**config.mk**
```make
export PLATFORM = sky130hd
export DESIGN_NAME = fltw_seq
export DESIGN_NICKNAME = d
export VERILOG_FILES = /design/src/rtl/fltw_pkg.sv /design/src/rtl/fltw_seq.sv
export SDC_FILE = /design/constraint.sdc
export NUM_CORES = 1
export LEC_CHECK = 0
export CAP_MARGIN = 15
export CORE_AREA = 5 5 42 44
export CTS_CLUSTER_DIAMETER = 150
export DETAILED_ROUTE_END_ITERATION = 16
export DIE_AREA = 0 0 47 49
export DONT_BUFFER_PORTS = 1
export SYNTH_ARGS = -nofsm -noshare
export SYNTH_HDL_FRONTEND = slang
export SYNTH_SLANG_ARGS = --single-unit
```
**constraint.sdc**
```tcl
create_clock -name clk -period 1.1 [get_ports clk]
set_input_delay 0.055 -clock clk [delete_from_list [all_inputs] [get_ports clk]]
set_output_delay 0.055 -clock clk [all_outputs]
set_load 0.05 [all_outputs]
```
**src/rtl/fltw_pkg.sv**
```systemverilog
package fltw_pkg;

  localparam int VA_W    = 48;
  localparam int FRAME_W = 40;
  localparam int ENTRY_W = 64;
  localparam int IDX_W   = 9;
  localparam int CFG_W   = 40;
  localparam int ROOT_W  = 6;
  localparam int FTF_W   = 7;

  localparam logic [1:0] ACT_CHECK   = 2'd0;
  localparam logic [1:0] ACT_MAP     = 2'd1;
  localparam logic [1:0] ACT_RELEASE = 2'd2;
  localparam logic [1:0] ACT_NONE    = 2'd3;

  localparam logic [1:0] ERR_NONE      = 2'd0;
  localparam logic [1:0] ERR_EXHAUSTED = 2'd1;
  localparam logic [1:0] ERR_RANGE     = 2'd2;

  localparam logic [1:0] REG_ROOT_FRAME        = 2'd0;
  localparam logic [1:0] REG_FIRST_TABLE_FRAME = 2'd1;
  localparam logic [1:0] REG_FIRST_USER_FRAME  = 2'd2;

  localparam logic [ROOT_W-1:0]  RST_ROOT_FRAME        = 6'd0;
  localparam logic [FTF_W-1:0]   RST_FIRST_TABLE_FRAME = 7'd1;
  localparam logic [FRAME_W-1:0] RST_FIRST_USER_FRAME  = 40'd4096;

  localparam int BIT_P = 0;
  localparam int BIT_W = 1;
  localparam int BIT_U = 2;
  localparam logic [11:0] NEW_ENTRY_BITS = 12'h005;

  typedef enum logic [2:0] {
    UOP_NOP,
    UOP_LOAD,
    UOP_READ,
    UOP_EVAL,
    UOP_WRITE,
    UOP_EMIT,
    UOP_CLEAR
  } uop_t;

  typedef enum logic [2:0] {
    COND_ALWAYS,
    COND_ACCEPT,
    COND_HALT,
    COND_MORE,
    COND_OUT_FREE,
    COND_CLR_DONE
  } cond_t;

  typedef logic [2:0] step_t;

  localparam step_t STEP_IDLE  = 3'd0;
  localparam step_t STEP_READ  = 3'd1;
  localparam step_t STEP_EVAL  = 3'd2;
  localparam step_t STEP_WRITE = 3'd3;
  localparam step_t STEP_EMIT  = 3'd4;
  localparam step_t STEP_CLEAR = 3'd5;

  typedef struct packed {
    uop_t  uop;
    cond_t cond;
    step_t t_step;
    step_t f_step;
  } ctrl_t;

  typedef struct packed {
    logic accept;
    logic halt;
    logic more;
    logic out_free;
    logic clr_done;
  } flags_t;

  function automatic ctrl_t ucode_rom(input step_t step);
    ctrl_t cw;
    case (step)
      STEP_IDLE:  cw = '{UOP_LOAD,  COND_ACCEPT,   STEP_READ,  STEP_IDLE};
      STEP_READ:  cw = '{UOP_READ,  COND_HALT,     STEP_EMIT,  STEP_EVAL};
      STEP_EVAL:  cw = '{UOP_EVAL,  COND_HALT,     STEP_EMIT,  STEP_WRITE};
      STEP_WRITE: cw = '{UOP_WRITE, COND_MORE,     STEP_READ,  STEP_EMIT};
      STEP_EMIT:  cw = '{UOP_EMIT,  COND_OUT_FREE, STEP_IDLE,  STEP_EMIT};
      STEP_CLEAR: cw = '{UOP_CLEAR, COND_CLR_DONE, STEP_IDLE,  STEP_CLEAR};
      default:    cw = '{UOP_NOP,   COND_ALWAYS,   STEP_IDLE,  STEP_IDLE};
    endcase
    return cw;
  endfunction

endpackage

```
**src/rtl/fltw_seq.sv**
```systemverilog
module fltw_seq (
  input  logic           clk,
  input  logic           rst_n,
  input  fltw_pkg::flags_t flags,
  output fltw_pkg::ctrl_t  ctrl
);

  import fltw_pkg::*;

  step_t step_r;
  step_t step_nxt;
  ctrl_t cw;
  logic  take;

  assign cw = ucode_rom(step_r);

  always_comb begin
    case (cw.cond)
      COND_ALWAYS:   take = 1'b1;
      COND_ACCEPT:   take = flags.accept;
      COND_HALT:     take = flags.halt;
      COND_MORE:     take = flags.more;
      COND_OUT_FREE: take = flags.out_free;
      COND_CLR_DONE: take = flags.clr_done;
      default:       take = 1'b1;
    endcase
    step_nxt = take ? cw.t_step : cw.f_step;
  end

  always_ff @(posedge clk) begin
    if (!rst_n) begin
      step_r <= STEP_CLEAR;
    end else begin
      step_r <= step_nxt;
    end
  end

  assign ctrl = cw;

endmodule

```
==> results.yml <==
worst_setup_path:
  critical_path.most_common_cell: "sky130_fd_sc_hd__buf_12"
  timing.rr.end: "step_r[0]$_SDFF_PN1_"
  critical_path.max_stage_delay_ns: 0.36
  critical_path_required_ns: 1.04
  critical_path.startpoint: "step_r[0]$_SDFF_PN1_"
  criticalPathCategory: "flip-flop to output port"
  reg2reg_depth: 5
  reg2reg_setup_slack_ns: -0.03
  critPathTopFamily: "flip-flops"
  worst_endpoint_data_arrival_time_ns: 1.25
  critical_path.cell_chain: "buf_12, xor2_1, o21ai_2, buf_12"
  reg2reg_from: "step_r[0]$_SDFF_PN1_"
  critPathMaxFanout: 5
  critical_path.n_buffers_inverters: 2
  startpoint_type: "flip-flop"
  critical_path.endpoint_type: "output port"
  timing.critical_path.slowest_stage_cell: "sky130_fd_sc_hd__dfxtp_4"
cells_and_area:
  layout_common_cells: "9 x sky130_fd_sc_hd__buf_4, 8 x sky130_fd_sc_hd__buf_12, 6 x sky130_fd_sc_hd__buf_6"
  reg_top3: "step_r: 3 flops"
  stdcell_count: 81
  final_layout_size_suffix_gt1_share_pct: 72.31
  antennaDiodeCount: 0
  layout.cells.most_common: "sky130_fd_sc_hd__buf_4"
  num-fill-cells: 118
  flip_flop_count_of_the_largest_register_after_layout: 3
  registers.top_by_ff_count: "step_r"
  nets_final: 73
  area_overhead_vs_synth_pct: 126.0
power:
  power_per_standard_cell_area_nw_per_um2: 1739
  total_switching_power_uw: 612.2
  peakVddDrop_v: 0.0008988
  combPwrFrac_pct: 74.2
  power_report.internal_total_uw: 749.8
  sequential_power_share_pct: 11.7
  switching_share_pct: 44.95
  fin_total_pwr_mw: 1.362
  clockPowerShare_pct: 14.1
  static-leakage-power_nw: 0.3422
outcome:
  run_status: "finished with violations"
  failed_checks: "negative setup slack"
placed_design:
  dp_cells: 65
  numPortBuffers: 0
  place_congestion: 0.7698
  dp_hpwl_um: 626
  dp_worst_setup_slack_ns: -0.06980
routing:
  detail_route.vias_per_cell: 4.716
  routed_wire_length_per_instance_um: 13.30
  detailed_route_via_count: 382
  drt_iter0_drc: 5
  totalWireLength_mm: 1.077
  wire_length_on_met1_um: 389
  top_layer_used: "met4"
  postRouteAntennaNets: 0
  detailedRoute.firstPassIterationCount: 4
  met2RoutedLength_um: 610
  drc_errors: 0
  wl_met3_um: 61
synthesis:
  synth_area_leader_cell: "sky130_fd_sc_hd__dfxtp_1"
  synth.cell_area_um2: 346.6
  synthDominantCellAreaShare_pct: 17.33
  yosysSeqAreaShare_pct: 17.33
  synthTopCellsByArea: "sky130_fd_sc_hd__dfxtp_1 17%, sky130_fd_sc_hd__nand3b_4 12%, sky130_fd_sc_hd__buf_6 9.7%, sky130_fd_sc_hd__buf_4 6.5%, sky130_fd_sc_hd__nor2_1 6.5%"
  post_synthesis_net_count: 47
  synth_seq_cells: 3
  syn-instance-count: 40
  yosysWarnings: 0
  synth.lib_cells_used.distinct: 23
  syn_avg_cell_area_um2: 8.665
sta:
  max_clock_freq_mhz: 766.2
  fin_crit_sh_pct: 118.6
  skew_ns: 0.004390
  grt_setup_unrepaired: "true"
  setup_violations: 12
  worst_hold_slack_ns: 0.04043
  finalHoldViolations: 0
  number_of_pins_exceeding_their_max_slew_limit_in_the_final_report: 0
  final_critical_path_setup_slack_ns: -0.2051
  finalWorstPathRequiredPeriod_ns: 1.305
  setup-tns-final_ns: -1.456
clock_network:
  cts.reportedPaths.clkPinSlew_ns: 0.04
  tritoncts: "built"
  clockBufferDepth: 2
  cts_htree_levels: 1
  clock_sinks: 3
  clockRootBuffer: "sky130_fd_sc_hd__clkbuf_4"
  worst_skew_pair.late_latency_ns: 0.23
  cts-buffers-inserted: 3
global_routing:
  grtUsageTotal_pct: 9.993
  grt_pass1_wl_mm: 1.656
  grt-ovfl-total: 0
  vias_in_the_first_global_route: 391
  grt_start_max_net_pins: 12
  initial_antenna_violation_count: 0
floorplan:
  die_width_um: 47
  start_util_pct: 24.73
  design.core.area_um2: 1401
  die-area_um2: 2303
  io_pins: 19
  die_height_um: 49
  rows: 14
min_path:
  min_from: "flags[3]"
  worst_hold_path.num_cells: 2
  worst_hold_path.endpoint: "step_r[2]$_SDFF_PN1_"
  hold_path_class: "primary input to flip-flop"
job:
  max-cap-violations: 0
## layout make-up
cell class | count | area [um2] | area share (%)
Sequential cell | 3 | 71.32 | 9.105
Timing Repair Buffer | 27 | 357.8 | 45.69
Clock buffer | 4 | 26.28 | 3.355
Multi-Input combinational cell | 31 | 307.8 | 39.30
Tap cell | 16 | 20.02 | 2.556
## worst reg2reg max path, cell delays in order, from the launching register on
cell                       delay, ns
sky130_fd_sc_hd__dfxtp_4        0.36
sky130_fd_sc_hd__buf_16         0.15
sky130_fd_sc_hd__xor2_4         0.20
sky130_fd_sc_hd__nand3b_1       0.13
sky130_fd_sc_hd__o31ai_1        0.08
sky130_fd_sc_hd__o21ai_1        0.10
## cell usage after synthesis
cell                       instances
sky130_fd_sc_hd__a21boi_2          1
sky130_fd_sc_hd__nand3b_4          2
sky130_fd_sc_hd__mux2i_1           1
sky130_fd_sc_hd__nor2b_1           1
sky130_fd_sc_hd__nor4b_2           1
sky130_fd_sc_hd__o31ai_1           1
sky130_fd_sc_hd__a21oi_1           2
sky130_fd_sc_hd__conb_1            1
sky130_fd_sc_hd__and2b_1           1
sky130_fd_sc_hd__xor2_2            1
sky130_fd_sc_hd__nand3b_1          1
sky130_fd_sc_hd__buf_4             3
sky130_fd_sc_hd__o211ai_1          1
sky130_fd_sc_hd__nand2_1           2
sky130_fd_sc_hd__o22ai_1           1
sky130_fd_sc_hd__xor2_1            1
sky130_fd_sc_hd__o21ai_1           2
sky130_fd_sc_hd__xnor2_1           1
sky130_fd_sc_hd__nor2_1            6
sky130_fd_sc_hd__buf_6             3
sky130_fd_sc_hd__nand2b_1          3
sky130_fd_sc_hd__o21ai_0           1
sky130_fd_sc_hd__dfxtp_1           3
## power by group through the flow
| stage | clock, mW | sequential, mW | combinational, mW |
|---|---|---|---|
| 2_1_floorplan | 0 | 0.135 | 0.582 |
| 3_3_place_gp | 0 | 0.146 | 0.851 |
| 3_5_place_dp | 0 | 0.147 | 0.856 |
| 4_1_cts | 0.200 | 0.157 | 0.981 |
| 5_1_grt | 0.218 | 0.163 | 1.06 |
| 6_report | 0.192 | 0.160 | 1.01 |
## cell families after synthesis
logic type | count (synthesis) | share of synthesized area, %
AOI/OAI and AO/OA | 9 | 16.61
xor gates and xnor gates | 3 | 9.749
buffers and inverters | 6 | 16.24
DFF | 3 | 17.33
muxes | 1 | 2.888
other | 1 | 1.082
and+or+nand+nor | 17 | 36.10
## metal layers
metal | vias up | track usage [%]
li1 | 181 | -
met1 | 182 | 11.18
met2 | 17 | 16.29
met3 | 2 | 3.690
met4 | 0 | 4.147
met5 | - | 0
## what timing repair did
item | in CTS | in global routing
endpoints found under the setup margin | 13 | 13
setup buffers | 7 | 3
resized for setup | 12 | 10
hold endpoints to repair | 3 | 0
hold buffers | 2 | 0
gates cloned | 1 | 0
pin swaps | 4 | 3
## stage by stage
stage | area, um2 | utilization (%)
after floorplan | 399.1 | -
after global placement | 580.6 | 41.43
after detailed placement | 580.6 | 41.43
after CTS | 744.5 | 53.13
after global routing | 783.3 | 55.89
final | 783.3 | 55.89
## worst max path at each step
stage                           end  slack, ns  cells past startpoint
2_1_floorplan              ctrl[11]      -0.20                      4
3_3_place_gp   step_r[0]$_SDFF_PN1_      -0.05                      5
3_5_place_dp   step_r[0]$_SDFF_PN1_      -0.07                      5
4_1_cts                    ctrl[11]      -0.20                      3
5_1_grt                     ctrl[6]      -0.28                      4
6_report                    ctrl[6]      -0.21                      4
Note: power is estimated with default switching activity, not from simulation.
