### src/rtl/fltw_pkg.sv
package fltw_pkg;

  localparam int VA_W    = 48;
  localparam int FRAME_W = 40;
  localparam int ENTRY_W = 64;
  localparam int IDX_W   = 9;
  localparam int CFG_W   = 40;
  localparam int ROOT_W  = 6;
  localparam int FTF_W   = 7;

  localparam logic [1:0] ACT_CHECK   = 2'd0;
  localparam logic [1:0] ACT_MAP     = 2'd1;
  localparam logic [1:0] ACT_RELEASE = 2'd2;
  localparam logic [1:0] ACT_NONE    = 2'd3;

  localparam logic [1:0] ERR_NONE      = 2'd0;
  localparam logic [1:0] ERR_EXHAUSTED = 2'd1;
  localparam logic [1:0] ERR_RANGE     = 2'd2;

  localparam logic [1:0] REG_ROOT_FRAME        = 2'd0;
  localparam logic [1:0] REG_FIRST_TABLE_FRAME = 2'd1;
  localparam logic [1:0] REG_FIRST_USER_FRAME  = 2'd2;

  localparam logic [ROOT_W-1:0]  RST_ROOT_FRAME        = 6'd0;
  localparam logic [FTF_W-1:0]   RST_FIRST_TABLE_FRAME = 7'd1;
  localparam logic [FRAME_W-1:0] RST_FIRST_USER_FRAME  = 40'd4096;

  localparam int BIT_P = 0;
  localparam int BIT_W = 1;
  localparam int BIT_U = 2;
  localparam logic [11:0] NEW_ENTRY_BITS = 12'h005;

  typedef enum logic [2:0] {
    UOP_NOP,
    UOP_LOAD,
    UOP_READ,
    UOP_EVAL,
    UOP_WRITE,
    UOP_EMIT,
    UOP_CLEAR
  } uop_t;

  typedef enum logic [2:0] {
    COND_ALWAYS,
    COND_ACCEPT,
    COND_HALT,
    COND_MORE,
    COND_OUT_FREE,
    COND_CLR_DONE
  } cond_t;

  typedef logic [2:0] step_t;

  localparam step_t STEP_IDLE  = 3'd0;
  localparam step_t STEP_READ  = 3'd1;
  localparam step_t STEP_EVAL  = 3'd2;
  localparam step_t STEP_WRITE = 3'd3;
  localparam step_t STEP_EMIT  = 3'd4;
  localparam step_t STEP_CLEAR = 3'd5;

  typedef struct packed {
    uop_t  uop;
    cond_t cond;
    step_t t_step;
    step_t f_step;
  } ctrl_t;

  typedef struct packed {
    logic accept;
    logic halt;
    logic more;
    logic out_free;
    logic clr_done;
  } flags_t;

  function automatic ctrl_t ucode_rom(input step_t step);
    ctrl_t cw;
    case (step)
      STEP_IDLE:  cw = '{UOP_LOAD,  COND_ACCEPT,   STEP_READ,  STEP_IDLE};
      STEP_READ:  cw = '{UOP_READ,  COND_HALT,     STEP_EMIT,  STEP_EVAL};
      STEP_EVAL:  cw = '{UOP_EVAL,  COND_HALT,     STEP_EMIT,  STEP_WRITE};
      STEP_WRITE: cw = '{UOP_WRITE, COND_MORE,     STEP_READ,  STEP_EMIT};
      STEP_EMIT:  cw = '{UOP_EMIT,  COND_OUT_FREE, STEP_IDLE,  STEP_EMIT};
      STEP_CLEAR: cw = '{UOP_CLEAR, COND_CLR_DONE, STEP_IDLE,  STEP_CLEAR};
      default:    cw = '{UOP_NOP,   COND_ALWAYS,   STEP_IDLE,  STEP_IDLE};
    endcase
    return cw;
  endfunction

endpackage

### src/rtl/fltw_dp.sv
module fltw_dp #(
  parameter int TABLE_FRAMES = 64,
  parameter int AW           = 15,
  parameter int FW           = 6
) (
  input  logic                            clk,
  input  logic                            rst_n,
  input  fltw_pkg::ctrl_t                 ctrl,
  output fltw_pkg::flags_t                flags,
  input  logic                            cfg_we,
  input  logic [1:0]                      cfg_index,
  input  logic [fltw_pkg::CFG_W-1:0]      cfg_data,
  input  logic                            in_valid,
  output logic                            in_stall,
  input  logic [1:0]                      in_action,
  input  logic [fltw_pkg::VA_W-1:0]       in_virt_addr,
  input  logic                            in_writable,
  output logic                            out_valid,
  input  logic                            out_stall,
  output logic                            out_ok,
  output logic [fltw_pkg::FRAME_W-1:0]    out_freed_frame,
  output logic [fltw_pkg::ENTRY_W-1:0]    out_leaf_entry,
  output logic [1:0]                      out_error,
  output logic                            mem_re,
  output logic [AW-1:0]                   mem_raddr,
  input  logic [fltw_pkg::ENTRY_W-1:0]    mem_rdata,
  output logic                            mem_we,
  output logic [AW-1:0]                   mem_waddr,
  output logic [fltw_pkg::ENTRY_W-1:0]    mem_wdata
);

  import fltw_pkg::*;

  localparam int DEPTH = TABLE_FRAMES * 512;
  localparam int TCW   = ($clog2(TABLE_FRAMES + 1) > FTF_W) ? $clog2(TABLE_FRAMES + 1) : FTF_W;

  logic [1:0]         act_r, act_nxt;
  logic [VA_W-1:0]    va_r, va_nxt;
  logic               wr_r, wr_nxt;
  logic [1:0]         level_r, level_nxt;
  logic [FRAME_W-1:0] frame_r, frame_nxt;
  logic [ENTRY_W-1:0] ent_r, ent_nxt;
  logic               wpend_r, wpend_nxt;
  logic               ok_r, ok_nxt;
  logic [FRAME_W-1:0] freed_r, freed_nxt;
  logic [ENTRY_W-1:0] leaf_r, leaf_nxt;
  logic [1:0]         err_r, err_nxt;

  logic [ROOT_W-1:0]  root_r, root_nxt;
  logic [TCW-1:0]     next_tf_r, next_tf_nxt;
  logic [FRAME_W-1:0] next_uf_r, next_uf_nxt;
  logic [AW-1:0]      clr_addr_r, clr_addr_nxt;

  logic               out_valid_r, out_valid_nxt;
  logic               out_ok_r;
  logic [FRAME_W-1:0] out_freed_r;
  logic [ENTRY_W-1:0] out_leaf_r;
  logic [1:0]         out_err_r;

  logic [IDX_W-1:0]   idx;
  logic [AW-1:0]      slot;
  logic               oos;
  logic               accept;
  logic               out_free;
  logic               halt;
  logic               p_bit;
  logic               pu_bit;
  logic [FRAME_W-1:0] nf;
  logic [ENTRY_W-1:0] e_new;
  logic               tf_full;

  always_comb begin
    case (level_r)
      2'd3:    idx = va_r[47:39];
      2'd2:    idx = va_r[38:30];
      2'd1:    idx = va_r[29:21];
      default: idx = va_r[20:12];
    endcase
  end

  assign slot     = {frame_r[FW-1:0], idx};
  assign oos      = frame_r >= FRAME_W'(TABLE_FRAMES);
  assign accept   = (ctrl.uop == UOP_LOAD) && in_valid;
  assign out_free = !out_valid_r || !out_stall;
  assign p_bit    = mem_rdata[BIT_P];
  assign pu_bit   = mem_rdata[BIT_P] & mem_rdata[BIT_U];
  assign tf_full  = next_tf_r >= TCW'(TABLE_FRAMES);

  always_comb begin
    act_nxt      = act_r;
    va_nxt       = va_r;
    wr_nxt       = wr_r;
    level_nxt    = level_r;
    frame_nxt    = frame_r;
    ent_nxt      = ent_r;
    wpend_nxt    = wpend_r;
    ok_nxt       = ok_r;
    freed_nxt    = freed_r;
    leaf_nxt     = leaf_r;
    err_nxt      = err_r;
    root_nxt     = root_r;
    next_tf_nxt  = next_tf_r;
    next_uf_nxt  = next_uf_r;
    clr_addr_nxt = clr_addr_r;
    halt         = 1'b0;
    nf           = '0;
    e_new        = mem_rdata;
    mem_re       = 1'b0;
    mem_raddr    = slot;
    mem_we       = 1'b0;
    mem_waddr    = slot;
    mem_wdata    = ent_r;

    case (ctrl.uop)
      UOP_LOAD: begin
        if (accept) begin
          act_nxt   = in_action;
          va_nxt    = in_virt_addr;
          wr_nxt    = in_writable;
          level_nxt = 2'd3;
          frame_nxt = FRAME_W'(root_r);
          ok_nxt    = 1'b0;
          freed_nxt = '0;
          leaf_nxt  = '0;
          err_nxt   = ERR_NONE;
        end
      end
      UOP_READ: begin
        if (act_r == ACT_NONE) begin
          halt = 1'b1;
        end else if (oos) begin
          halt    = 1'b1;
          err_nxt = ERR_RANGE;
        end else begin
          mem_re = 1'b1;
        end
      end
      UOP_EVAL: begin
        wpend_nxt = 1'b0;
        ent_nxt   = mem_rdata;
        case (act_r)
          ACT_CHECK: begin
            if (!pu_bit) begin
              halt = 1'b1;
            end else if (level_r == 2'd0) begin
              halt     = 1'b1;
              ok_nxt   = 1'b1;
              leaf_nxt = mem_rdata;
            end
          end
          ACT_MAP: begin
            if (!p_bit) begin
              if (level_r == 2'd0) begin
                nf          = next_uf_r;
                next_uf_nxt = next_uf_r + 1'b1;
              end else if (tf_full) begin
                halt    = 1'b1;
                err_nxt = ERR_EXHAUSTED;
              end else begin
                nf          = FRAME_W'(next_tf_r);
                next_tf_nxt = next_tf_r + 1'b1;
              end
              e_new = {12'd0, nf, NEW_ENTRY_BITS};
            end
            e_new[BIT_W] = wr_r;
            if (!halt) begin
              ent_nxt   = e_new;
              wpend_nxt = 1'b1;
              if (level_r == 2'd0) begin
                ok_nxt   = 1'b1;
                leaf_nxt = e_new;
              end
            end
          end
          ACT_RELEASE: begin
            if (level_r == 2'd0) begin
              if (pu_bit) begin
                freed_nxt = mem_rdata[51:12];
                ent_nxt   = '0;
                wpend_nxt = 1'b1;
                ok_nxt    = 1'b1;
                leaf_nxt  = '0;
              end else begin
                halt     = 1'b1;
                leaf_nxt = mem_rdata;
              end
            end else if (!p_bit) begin
              halt = 1'b1;
            end
          end
          default: begin
            halt = 1'b1;
          end
        endcase
      end
      UOP_WRITE: begin
        mem_we    = wpend_r;
        frame_nxt = ent_r[51:12];
        level_nxt = level_r - 2'd1;
      end
      UOP_CLEAR: begin
        mem_we       = 1'b1;
        mem_waddr    = clr_addr_r;
        mem_wdata    = '0;
        clr_addr_nxt = clr_addr_r + 1'b1;
      end
      default: begin
      end
    endcase

    if (cfg_we) begin
      case (cfg_index)
        REG_ROOT_FRAME:        root_nxt    = cfg_data[ROOT_W-1:0];
        REG_FIRST_TABLE_FRAME: next_tf_nxt = TCW'(cfg_data[FTF_W-1:0]);
        REG_FIRST_USER_FRAME:  next_uf_nxt = cfg_data[FRAME_W-1:0];
        default: begin
        end
      endcase
    end

    if ((ctrl.uop == UOP_EMIT) && out_free) begin
      out_valid_nxt = 1'b1;
    end else if (!out_stall) begin
      out_valid_nxt = 1'b0;
    end else begin
      out_valid_nxt = out_valid_r;
    end
  end

  always_ff @(posedge clk) begin
    if (!rst_n) begin
      root_r      <= RST_ROOT_FRAME;
      next_tf_r   <= TCW'(RST_FIRST_TABLE_FRAME);
      next_uf_r   <= RST_FIRST_USER_FRAME;
      clr_addr_r  <= '0;
      out_valid_r <= 1'b0;
      wpend_r     <= 1'b0;
      act_r       <= ACT_NONE;
    end else begin
      root_r      <= root_nxt;
      next_tf_r   <= next_tf_nxt;
      next_uf_r   <= next_uf_nxt;
      clr_addr_r  <= clr_addr_nxt;
      out_valid_r <= out_valid_nxt;
      wpend_r     <= wpend_nxt;
      act_r       <= act_nxt;
    end
  end

  always_ff @(posedge clk) begin
    va_r    <= va_nxt;
    wr_r    <= wr_nxt;
    level_r <= level_nxt;
    frame_r <= frame_nxt;
    ent_r   <= ent_nxt;
    ok_r    <= ok_nxt;
    freed_r <= freed_nxt;
    leaf_r  <= leaf_nxt;
    err_r   <= err_nxt;
    if ((ctrl.uop == UOP_EMIT) && out_free) begin
      out_ok_r    <= ok_r;
      out_freed_r <= freed_r;
      out_leaf_r  <= leaf_r;
      out_err_r   <= err_r;
    end
  end

  assign flags.accept   = accept;
  assign flags.halt     = halt;
  assign flags.more     = level_r != 2'd0;
  assign flags.out_free = out_free;
  assign flags.clr_done = clr_addr_r == AW'(DEPTH - 1);

  assign in_stall        = ctrl.uop != UOP_LOAD;
  assign out_valid       = out_valid_r;
  assign out_ok          = out_ok_r;
  assign out_freed_frame = out_freed_r;
  assign out_leaf_entry  = out_leaf_r;
  assign out_error       = out_err_r;

endmodule

### config.mk
export PLATFORM = sky130hd
export DESIGN_NAME = fltw_dp
export DESIGN_NICKNAME = d
export VERILOG_FILES = /design/src/rtl/fltw_pkg.sv /design/src/rtl/fltw_dp.sv
export SDC_FILE = /design/constraint.sdc
export NUM_CORES = 1
export LEC_CHECK = 0
export BUFFER_PORTS_ARGS = -buffer_cell sky130_fd_sc_hd__buf_2
export CORE_MARGIN = 2
export CORE_UTILIZATION = 43
export CTS_CLUSTER_DIAMETER = 60
export DETAILED_ROUTE_END_ITERATION = 10
export GPL_ROUTABILITY_DRIVEN = 1
export GPL_TIMING_DRIVEN = 0
export PLACE_DENSITY_LB_ADDON = 0.25
export SYNTH_ARGS = -nofsm -noshare
export SYNTH_HDL_FRONTEND = slang
export SYNTH_SLANG_ARGS = --single-unit
### constraint.sdc
create_clock -name clk -period 6.8 [get_ports clk]
set_input_delay 1.02 -clock clk [delete_from_list [all_inputs] [get_ports clk]]
set_output_delay 1.02 -clock clk [all_outputs]
set_load 0.01 [all_outputs]
==> impl_metrics.csv, run 1 <==
group,metric,value,unit
clock_network,clkTransAtPathRegs,0.06,ns
power_and_ir_drop,powerDensity,266,nW/µm²
timing,maxSlewHeadroom,23.2,%
synth,syn_area_per_cell,13.1,µm²
global_route,grt_pass1_vias,12300,
clock_network,root_buffer,"clkbuf_16",
global_route,grt_busiest_layer,"met2",
timing,clock_skew,0.0184,ns
power_and_ir_drop,finalPower,5.89,mW
layout,mostFrequentLayoutCell,"buf_2",
timing,max_freq,238,MHz
synth,synth_warnings,0,
worst_setup_path,critPathRequiredTime,5.78,ns
power_and_ir_drop,vdd_drop_max,160,µV
layout,final_cell_mix,"buf_2, edfxtp_1, and2_1",
worst_setup_path,cp_common_cell,"inv_1",
clock_network,cts_resized,0,
worst_setup_path,crit_arrival,3.18,ns
route,drt_iter0_markers,1055,
synth,synth_edf_count,357,
die,dieArea,43200,µm²
global_route,use_met2,38.4,%
synth,synth_nets,1552,
worst_setup_path,startpoint_type,"register",
timing,hold_ws,0.408,ns
timing,hold_violations,0,
worst_setup_path,cpPeakStageDelay,0.43,ns
layout,fillCellCount,3521,
layout,fin_cells,2361,
synth,synth_cell_types,58,
synth,ys_ff_latch,429,
worst_setup_path,path_class,"reg2out",
die,start_util,43.7,%
layout,nets,1975,
synth,synthCells,1364,
die,die_w,208,µm
route,wire_per_inst,22.2,µm
layout,ff_latch_area,12200,µm²
min_path,hp-class,"reg2reg",
layout,syn2layout_area_growth,23.8,%
worst_setup_path,worstPathCellList,"inv_1, ha_1, buf_1, inv_1, maj3_1, a22oi_1, nor3_1, o22ai_1, buf_4, buf_2",
timing,period_minus_slack,4.20,ns
placed_design,numPortBuffers,360,
worst_setup_path,cp-end-kind,"output port",
timing,grt_setup_unrepaired,"false",
placed_design,dpl.hpwl,39.4,mm
placed_design,gp_congestion,0.926,
placed_design,place_inst,2269,
synth,ys_seq_area_share,68.0,%
power_and_ir_drop,power_leakage,8.17,nW
clock_network,cts_htree_levels,2,
run_status,status,"completed",
worst_setup_path,path_delay_family,"buffers and inverters",
layout,final_layout_size_suffix_gt1_share,27.8,%
global_route,grt_overflow,0,
route,routed_wl,52.3,mm
route,drt-pass1-iter-count,5,
global_route,grt_max_degree,43,
worst_setup_path,path_max_fanout,10,
route,vias,12700,
synth,synthArstFlopShare,0,%
global_route,antenna_found_initial,6,
synth,synthesis.area,17900,µm²
global_route,use_met3,4.94,%
clock_network,cts_tree,"built",
flow_run,max_cap_violations,0,
timing,worstMarginPinSlew,1.15,ns
die,dieHeight,208,µm
clock_network,postCtsSetupRepairBufs,0,
global_route,grt_use_met1,32.1,%
worst_setup_path,slowest_stage,"edfxtp_1",
synth,synth_top_cells_by_area,"edfxtp_1, dfxtp_1, and2_1",
synth,yosysTopAreaCellShare,60.0,%
route,drtAntennaViolNets,0,
clock_network,clock_path_buffers,3,
die,core_area,40900,µm²
timing,post-route-period-util,61.8,%
synth,synth.largest_area_cell,"edfxtp_1",
global_route,grt_usage,23.7,%
timing,drv_slew,0,
timing,finalSetupViolations,0,
clock_network,ctsHoldBuffers,0,
route,vias_per_cell,5.36,
synth,synth_ff_type,"edfxtp_1",
worst_setup_path,crit_buf_inv,5,
global_route,grt_pass1_wl,77.1,mm
route,drc,0,
clock_network,cts.sinks,429,
clock_network,clkLatencyLatePin,0.59,ns
die,io-pin-count,384,
clock_network,cts_buffers,48,
die,row_count,74,
layout,multi_input_area,5230,µm²
[state kept, by name, summed over array words and instances, names as in the netlist, 2 cells and up]
register,cells
err_r,2
root_r,6
act_r,2
out_leaf_entry,64
freed_r,40
va_r,36
leaf_r,64
level_r,2
ent_r,64
frame_r,40
next_tf_r,7
next_uf_r,40
out_freed_frame,40
clr_addr_r,15
out_error,2
[cells by family (layout without fill, tap and decap cells)]
| group | count (synthesis) | after routing | share of synthesized area [%] |
|---|---|---|---|
| simple gates | 501 | 501 | 15.8 |
| xor+xnor | 55 | 55 | 2.69 |
| fa+ha+maj | 15 | 15 | 1.04 |
| mux | 15 | 15 | 0.882 |
| other cells | 0 | 2 | 0 |
| compound gates | 236 | 236 | 8.71 |
| buf+inv | 113 | 576 | 2.90 |
| flops | 429 | 429 | 68.0 |
[final timing paths]
check,from,to,slack (ns),cells after the start
worst max-delay path,level_r[0],flags[3],2.60,10
worst max register to register,level_r[0],leaf_r[48],3.40,9
worst min-delay path,leaf_r[15],out_leaf_entry[15],0.41,0
worst min register to register,leaf_r[15],out_leaf_entry[15],0.41,0
[stage by stage]
stage / worst slack, ns / util [%] / TNS, ns / instance area (µm²)
6_report: 2.60 / 54.1 / 0 / 22100
5_1_grt: 2.39 / 54.1 / 0 / 22100
4_1_cts: 2.55 / 54.1 / 0 / 22100
3_5_place_dp: 2.82 / 50.4 / 0 / 20600
3_3_place_gp: -1.53 / 49.7 / -117.07 / 20400
2_1_floorplan: 1.79 / - / 0 / 17900
[per-layer routing]
metal / vias up / wire length [µm]
li1: 5856 / -
met1: 6221 / 22500
met2: 479 / 24700
met3: 92 / 3580
met4: 8 / 1530
met5: - / 50
[synthesized netlist by cell type (all sizes together), types with 2 or more instances]
library cell,instances
a22oi,5
nand3,27
ha,14
inv,16
nand2,99
a32o,4
nand2b,5
or3b,2
buf,37
nor3,21
clkbuf,60
and2,185
dfxtp,72
nor4,25
a31oi,8
a21oi,70
o211ai,2
xnor2,38
mux2,6
or3,3
and4b,4
mux2i,9
and4,11
nor3b,6
and3,7
nand3b,5
a21o,5
a211oi,6
nor2,73
edfxtp,357
o21ai,58
a22o,62
xor2,17
nand4,23
a222oi,9
a21boi,2
or2,3
[final cells by class]
type / count / share of cell area (%)
Buffer: 97 / 2.09
Clock inverter: 30 / 1.24
Antenna cell: 2 / 0.0226
Sequential cell: 429 / 54.9
Multi-Input combinational cell: 822 / 23.6
Inverter: 16 / 0.271
Timing Repair Buffer: 373 / 9.18
Clock buffer: 60 / 5.63
Tap cell: 532 / 3.01
[where the power goes]
group	internal, mW	switching (mW)
Clock	1.43	1.08
Combinational	0.154	0.237
Sequential	2.94	0.0487
No activity file was read; power rests on OpenSTA's default activity.
==> run 2, diff against run 1 <==
clock period = 3.4 ns   (was 6.8 ns; I/O delays follow)
==> run 2 against run 1 <==
Against the previous run: routed wire length is essentially flat; clock power grew 98%; highest routed layer unchanged; largest cell class unchanged; sequential share of layout area is essentially flat; register-to-register slack lost 3.1 ns; sequential cell count is the same.
==> impl_metrics.csv, run 2 (synthesized netlist as in run 1, its figures left out) <==
group,metric,value,unit
timing,hold_violations,0,
layout,final_util,54.1,%
worst_setup_path,crit_arrival,2.75,ns
global_route,grt_max_degree,60,
worst_setup_path,startpoint_type,"register",
global_route,grt_usage,23.7,%
clock_network,clkLatencyLatePin,0.57,ns
route,drc,0,
clock_network,cts.sinks,429,
timing,maxSlewHeadroom,26.2,%
die,die_w,208,µm
global_route,grt_overflow,0,
power_and_ir_drop,power_switching,2.64,mW
worst_setup_path,path_class,"reg2out",
route,drt_iter0_markers,1161,
timing,finalSetupViolations,0,
clock_network,clkTransAtPathRegs,0.07,ns
route,vias,12600,
power_and_ir_drop,pwr-share-clk,42.3,%
die,dieHeight,208,µm
power_and_ir_drop,powerDensity,530,nW/µm²
timing,period_minus_slack,3.26,ns
die,core_area,40900,µm²
clock_network,cts_buffers,46,
layout,fin_cells,2356,
die,start_util,43.7,%
placed_design,numPortBuffers,360,
global_route,antenna_found_initial,8,
clock_network,ctsHoldBuffers,0,
clock_network,cts_tree,"built",
layout,nets,1972,
layout,ff_latch_area,12200,µm²
power_and_ir_drop,p_seq_share,50.9,%
placed_design,gp_congestion,0.877,
global_route,grt_pass1_wl,77.0,mm
layout,mostFrequentLayoutCell,"buf_2",
timing,max_freq,307,MHz
power_and_ir_drop,p_comb_share,6.7,%
layout,multi_input_area,5250,µm²
route,wire_per_inst,22.2,µm
power_and_ir_drop,p_int,9.11,mW
clock_network,root_buffer,"clkbuf_16",
flow_run,max_cap_violations,0,
layout,final_layout_size_suffix_gt1_share,27.9,%
power_and_ir_drop,swShare,22.5,%
timing,worstMarginPinSlew,1.11,ns
worst_setup_path,cp-end-kind,"output port",
route,routed_wl,52.3,mm
layout,final_cell_mix,"buf_2, edfxtp_1, and2_1",
route,vias_per_cell,5.37,
die,dieArea,43200,µm²
global_route,grt_pass1_vias,12600,
layout,syn2layout_area_growth,23.9,%
power_and_ir_drop,vdd_drop_max,346,µV
timing,clock_skew,0.0181,ns
min_path,hp-class,"in2reg",
power_and_ir_drop,finalPower,11.7,mW
power_and_ir_drop,power_leakage,8.18,nW
placed_design,dpl.hpwl,39.2,mm
timing,grt_setup_unrepaired,"false",
die,row_count,74,
clock_network,clock_path_buffers,3,
route,drtAntennaViolNets,0,
timing,drv_slew,0,
placed_design,place_inst,2267,
layout,fillCellCount,3536,
worst_setup_path,path_max_fanout,10,
clock_network,cts_htree_levels,2,
die,io-pin-count,384,
run_status,status,"completed",
route,drt-pass1-iter-count,5,
timing,post-route-period-util,95.8,%
worst_setup_path,critPathRequiredTime,2.89,ns
-- run 2: changes by cell type in the layout (fill, tap and decap cells not counted), sizes merged --
cell / previous run / this run
clkinv: 20 / 17
clkbuf: 120 / 118
clkinvlp: 3 / 1
buf: 410 / 409
bufinv: 3 / 4
diode: 2 / 3
inv: 20 / 21
-- run 2: worst paths after layout --
check / from / end / slack [ns] / cells after the start
worst max register to register: act_r[0] / leaf_r[31] / 0.29 / 7
worst min-delay path: in_virt_addr[18] / va_r[18] / 0.11 / 1
worst min register to register: leaf_r[21] / out_leaf_entry[21] / 0.41 / 0
worst max-delay path: level_r[0] / flags[3] / 0.14 / 10
-- run 2: timing repair --
item | CTS | global route
resized for setup | 3 | 4
setup endpoints to repair | 19 | 14
cloned | 0 | 0
setup buffers | 0 | 1
-- run 2: power by group through the flow --
stage          sequential [mW]  clock [mW]  combinational [mW]
2_1_floorplan             6.07           0               0.387
3_3_place_gp              6.09           0               0.746
3_5_place_dp              6.09           0               0.789
4_1_cts                   5.98        5.05               0.794
5_1_grt                   5.99        5.28               0.858
6_report                  5.98        4.97               0.790
-- run 2: worst max-delay path, stage by stage (launching register included) --
cell and delay [ns]:
edfxtp_1 0.45, inv_2 0.12, ha_4 0.21, buf_4 0.19, inv_1 0.15, maj3_1 0.37
a22oi_1 0.18, nor3_1 0.08, o22ai_1 0.18, buf_4 0.13, buf_2 0.12
-- run 2: per-stage QoR --
step / TNS (ns) / setup slack, ns / cell area (µm²) / hold WS [ns]
after global placement: -261.89 / -1.82 / 20400 / 0.401
after CTS: 0 / 0.0108 / 22100 / 0.0835
final: 0 / 0.143 / 22100 / 0.111
after detailed placement: 0 / 0.0410 / 20600 / 0.405
after floorplan: 0 / 0.114 / 17900 / 0.400
after global routing: 0 / 0.00898 / 22100 / 0.0836
-- run 2: cell type report --
type | instances | area share, %
buffer | 97 | 2.11
sequential | 429 | 54.9
multi-input combinational | 822 | 23.7
tap | 532 | 3.01
clock buffer | 58 | 5.63
timing repair buffer | 372 | 9.22
antenna | 3 | 0.0339
clock inverter | 27 | 1.11
inverter | 16 | 0.271
-- run 2: per-layer routing --
metal	routed length, µm	GRT usage [%]
met1	22300	32.2
met5	49	0
met4	1720	8.31
met2	24400	37.7
met3	3820	5.19
==> run 3, diff against run 2 <==
CORE_MARGIN = default   (was 2)
SETUP_SLACK_MARGIN = 0.5   (was default)
clock period = 2.7 ns   (was 3.4 ns; I/O delays follow)
==> run 3 against run 2 <==
Against the previous run: the flow now finishes with violations (negative setup slack); power rose by 29%; highest routed layer unchanged; clock power is 29% higher; sequential share of layout area is 4.5 points lower.
==> impl_metrics.csv, run 3 (synthesized netlist as in run 1, its figures left out) <==
group,metric,value,unit
power_and_ir_drop,power_switching,3.39,mW
clock_network,root_buffer,"clkbuf_16",
run_status,violations,"negative setup slack",
clock_network,clock_path_buffers,3,
layout,syn2layout_area_growth,35.0,%
route,drtAntennaViolNets,0,
timing,hold_violations,0,
power_and_ir_drop,powerDensity,628,nW/µm²
route,drc,0,
die,start_util,43.7,%
die,core_area,40900,µm²
worst_setup_path,cp-end-kind,"output port",
clock_network,cts_buffers,46,
worst_setup_path,rr_worst_depth,12,
worst_setup_path,path_class,"reg2out",
timing,clock_skew,0.0198,ns
layout,final_util,59.0,%
global_route,grt_usage,25.1,%
route,vias_per_cell,5.40,
global_route,grt_pass1_wl,77.2,mm
worst_setup_path,reg2reg_to,"leaf_r[9]",
layout,final_cell_mix,"buf_2, edfxtp_1, and2_1",
global_route,grt_max_degree,75,
global_route,antenna_found_initial,9,
placed_design,pre_cts_slack,-0.519,ns
layout,nets,2068,
placed_design,dpl_cell_area,20600,µm²
flow_run,max_cap_violations,0,
route,wire_per_inst,22.6,µm
clock_network,cts.sinks,429,
die,row_count,74,
worst_setup_path,r2r_slack,0.10,ns
timing,post-route-period-util,106,%
route,routed_wl,55.3,mm
die,dieArea,42400,µm²
placed_design,gp_congestion,0.881,
power_and_ir_drop,swShare,22.4,%
layout,mostFrequentLayoutCell,"buf_2",
clock_network,clkTransAtPathRegs,0.06,ns
power_and_ir_drop,vdd_drop_max,393,µV
timing,finalSetupViolations,14,
power_and_ir_drop,power_leakage,9.20,nW
route,drt_iter0_markers,1081,
timing,max_freq,349,MHz
worst_setup_path,path_max_fanout,3,
worst_setup_path,startpoint_type,"register",
clock_network,clkLatencyLatePin,0.57,ns
worst_setup_path,r2r-start,"level_r[0]",
power_and_ir_drop,pwr-share-clk,42.3,%
die,die_w,206,µm
power_and_ir_drop,p_int,11.8,mW
global_route,grt_pass1_vias,12500,
power_and_ir_drop,p_comb_share,7.9,%
worst_setup_path,crit_start,"level_r[0]",
timing,worst_slack,-0.164,ns
placed_design,dpl.hpwl,38.3,mm
timing,drv_slew,0,
worst_setup_path,crit_arrival,2.46,ns
die,dieHeight,206,µm
timing,period_minus_slack,2.86,ns
run_status,status,"finished with violations",
timing,grt_setup_unrepaired,"true",
min_path,hp-class,"in2reg",
global_route,grt_overflow,0,
route,drt-pass1-iter-count,5,
power_and_ir_drop,finalPower,15.1,mW
die,io-pin-count,384,
clock_network,cts_htree_levels,2,
worst_setup_path,crit_path_end,"flags[3]",
placed_design,numPortBuffers,360,
layout,fillCellCount,3291,
clock_network,cts_tree,"built",
layout,stdcell_area,24100,µm²
timing,maxSlewHeadroom,20.4,%
timing,worstMarginPinSlew,1.19,ns
layout,final_layout_size_suffix_gt1_share,35.0,%
route,vias,13200,
power_and_ir_drop,p_seq_share,49.8,%
worst_setup_path,critPathRequiredTime,2.30,ns
run 3: what timing repair did:
item	4_1_cts	5_1_grt
cloned	8	8
hold buffers	36	1
pin swaps	20	61
endpoints found under the setup margin	350	318
resized for setup	110	126
hold endpoints to repair	36	1
setup buffers	20	27
run 3: cell type report:
cell class | count | area [µm²] | area share [%]
Sequential cell | 429 | 12200 | 50.4
Clock buffer | 60 | 1230 | 5.12
Clock inverter | 24 | 284 | 1.18
Antenna cell | 4 | 10.0 | 0.0415
Timing Repair Buffer | 464 | 3180 | 13.2
Inverter | 16 | 63.8 | 0.264
Buffer | 97 | 717 | 2.97
Tap cell | 532 | 666 | 2.76
Multi-Input combinational cell | 826 | 5800 | 24.0
run 3: worst max-delay path, cell delays in order (launching register included):
cell and delay, ns:
edfxtp_1 0.43, inv_2 0.13, ha_4 0.20, buf_8 0.12
clkinvlp_4 0.08, maj3_2 0.31, a22oi_2 0.13, nor3_2 0.06
o22ai_1 0.18, buf_4 0.15, buf_6 0.09
run 3: how the worst min path moves through the flow:
stage	start	to	slack (ns)	cells past startpoint
2_1_floorplan	err_r[0]	out_error[0]	0.40	0
3_3_place_gp	freed_r[10]	out_freed_frame[10]	0.40	0
3_5_place_dp	freed_r[16]	out_freed_frame[16]	0.40	0
4_1_cts	in_virt_addr[37]	va_r[37]	0.005	1
5_1_grt	in_action[0]	act_r[0]	0.08	3
6_report	in_action[0]	act_r[0]	0.07	3
run 3: through the flow:
stage / TNS [ns] / std cells / hold slack [ns]
3_5_place_dp: -33.78 / 2264 / 0.405
6_report: -1.00 / 2452 / 0.0707
2_1_floorplan: -26.30 / 1364 / 0.400
3_3_place_gp: -260.78 / 2256 / 0.402
4_1_cts: -0.888 / 2412 / 0.00474
5_1_grt: -2.70 / 2450 / 0.0771
run 3: power by group through the flow:
stage	Sequential [mW]	Combinational [mW]	Clock (mW)
after global placement	7.67	0.949	0
after CTS	7.54	1.13	6.50
after detailed placement	7.67	0.988	0
after floorplan	7.64	0.497	0
after global routing	7.56	1.29	6.76
final	7.54	1.20	6.40
run 3: metal layers:
metal	vias up	wire (µm)	GRT usage (%)
met1	6469	23300	34.0
met4	8	1720	8.95
met5	-	65	0
li1	6052	-	-
met3	120	4490	5.87
met2	587	25700	39.3
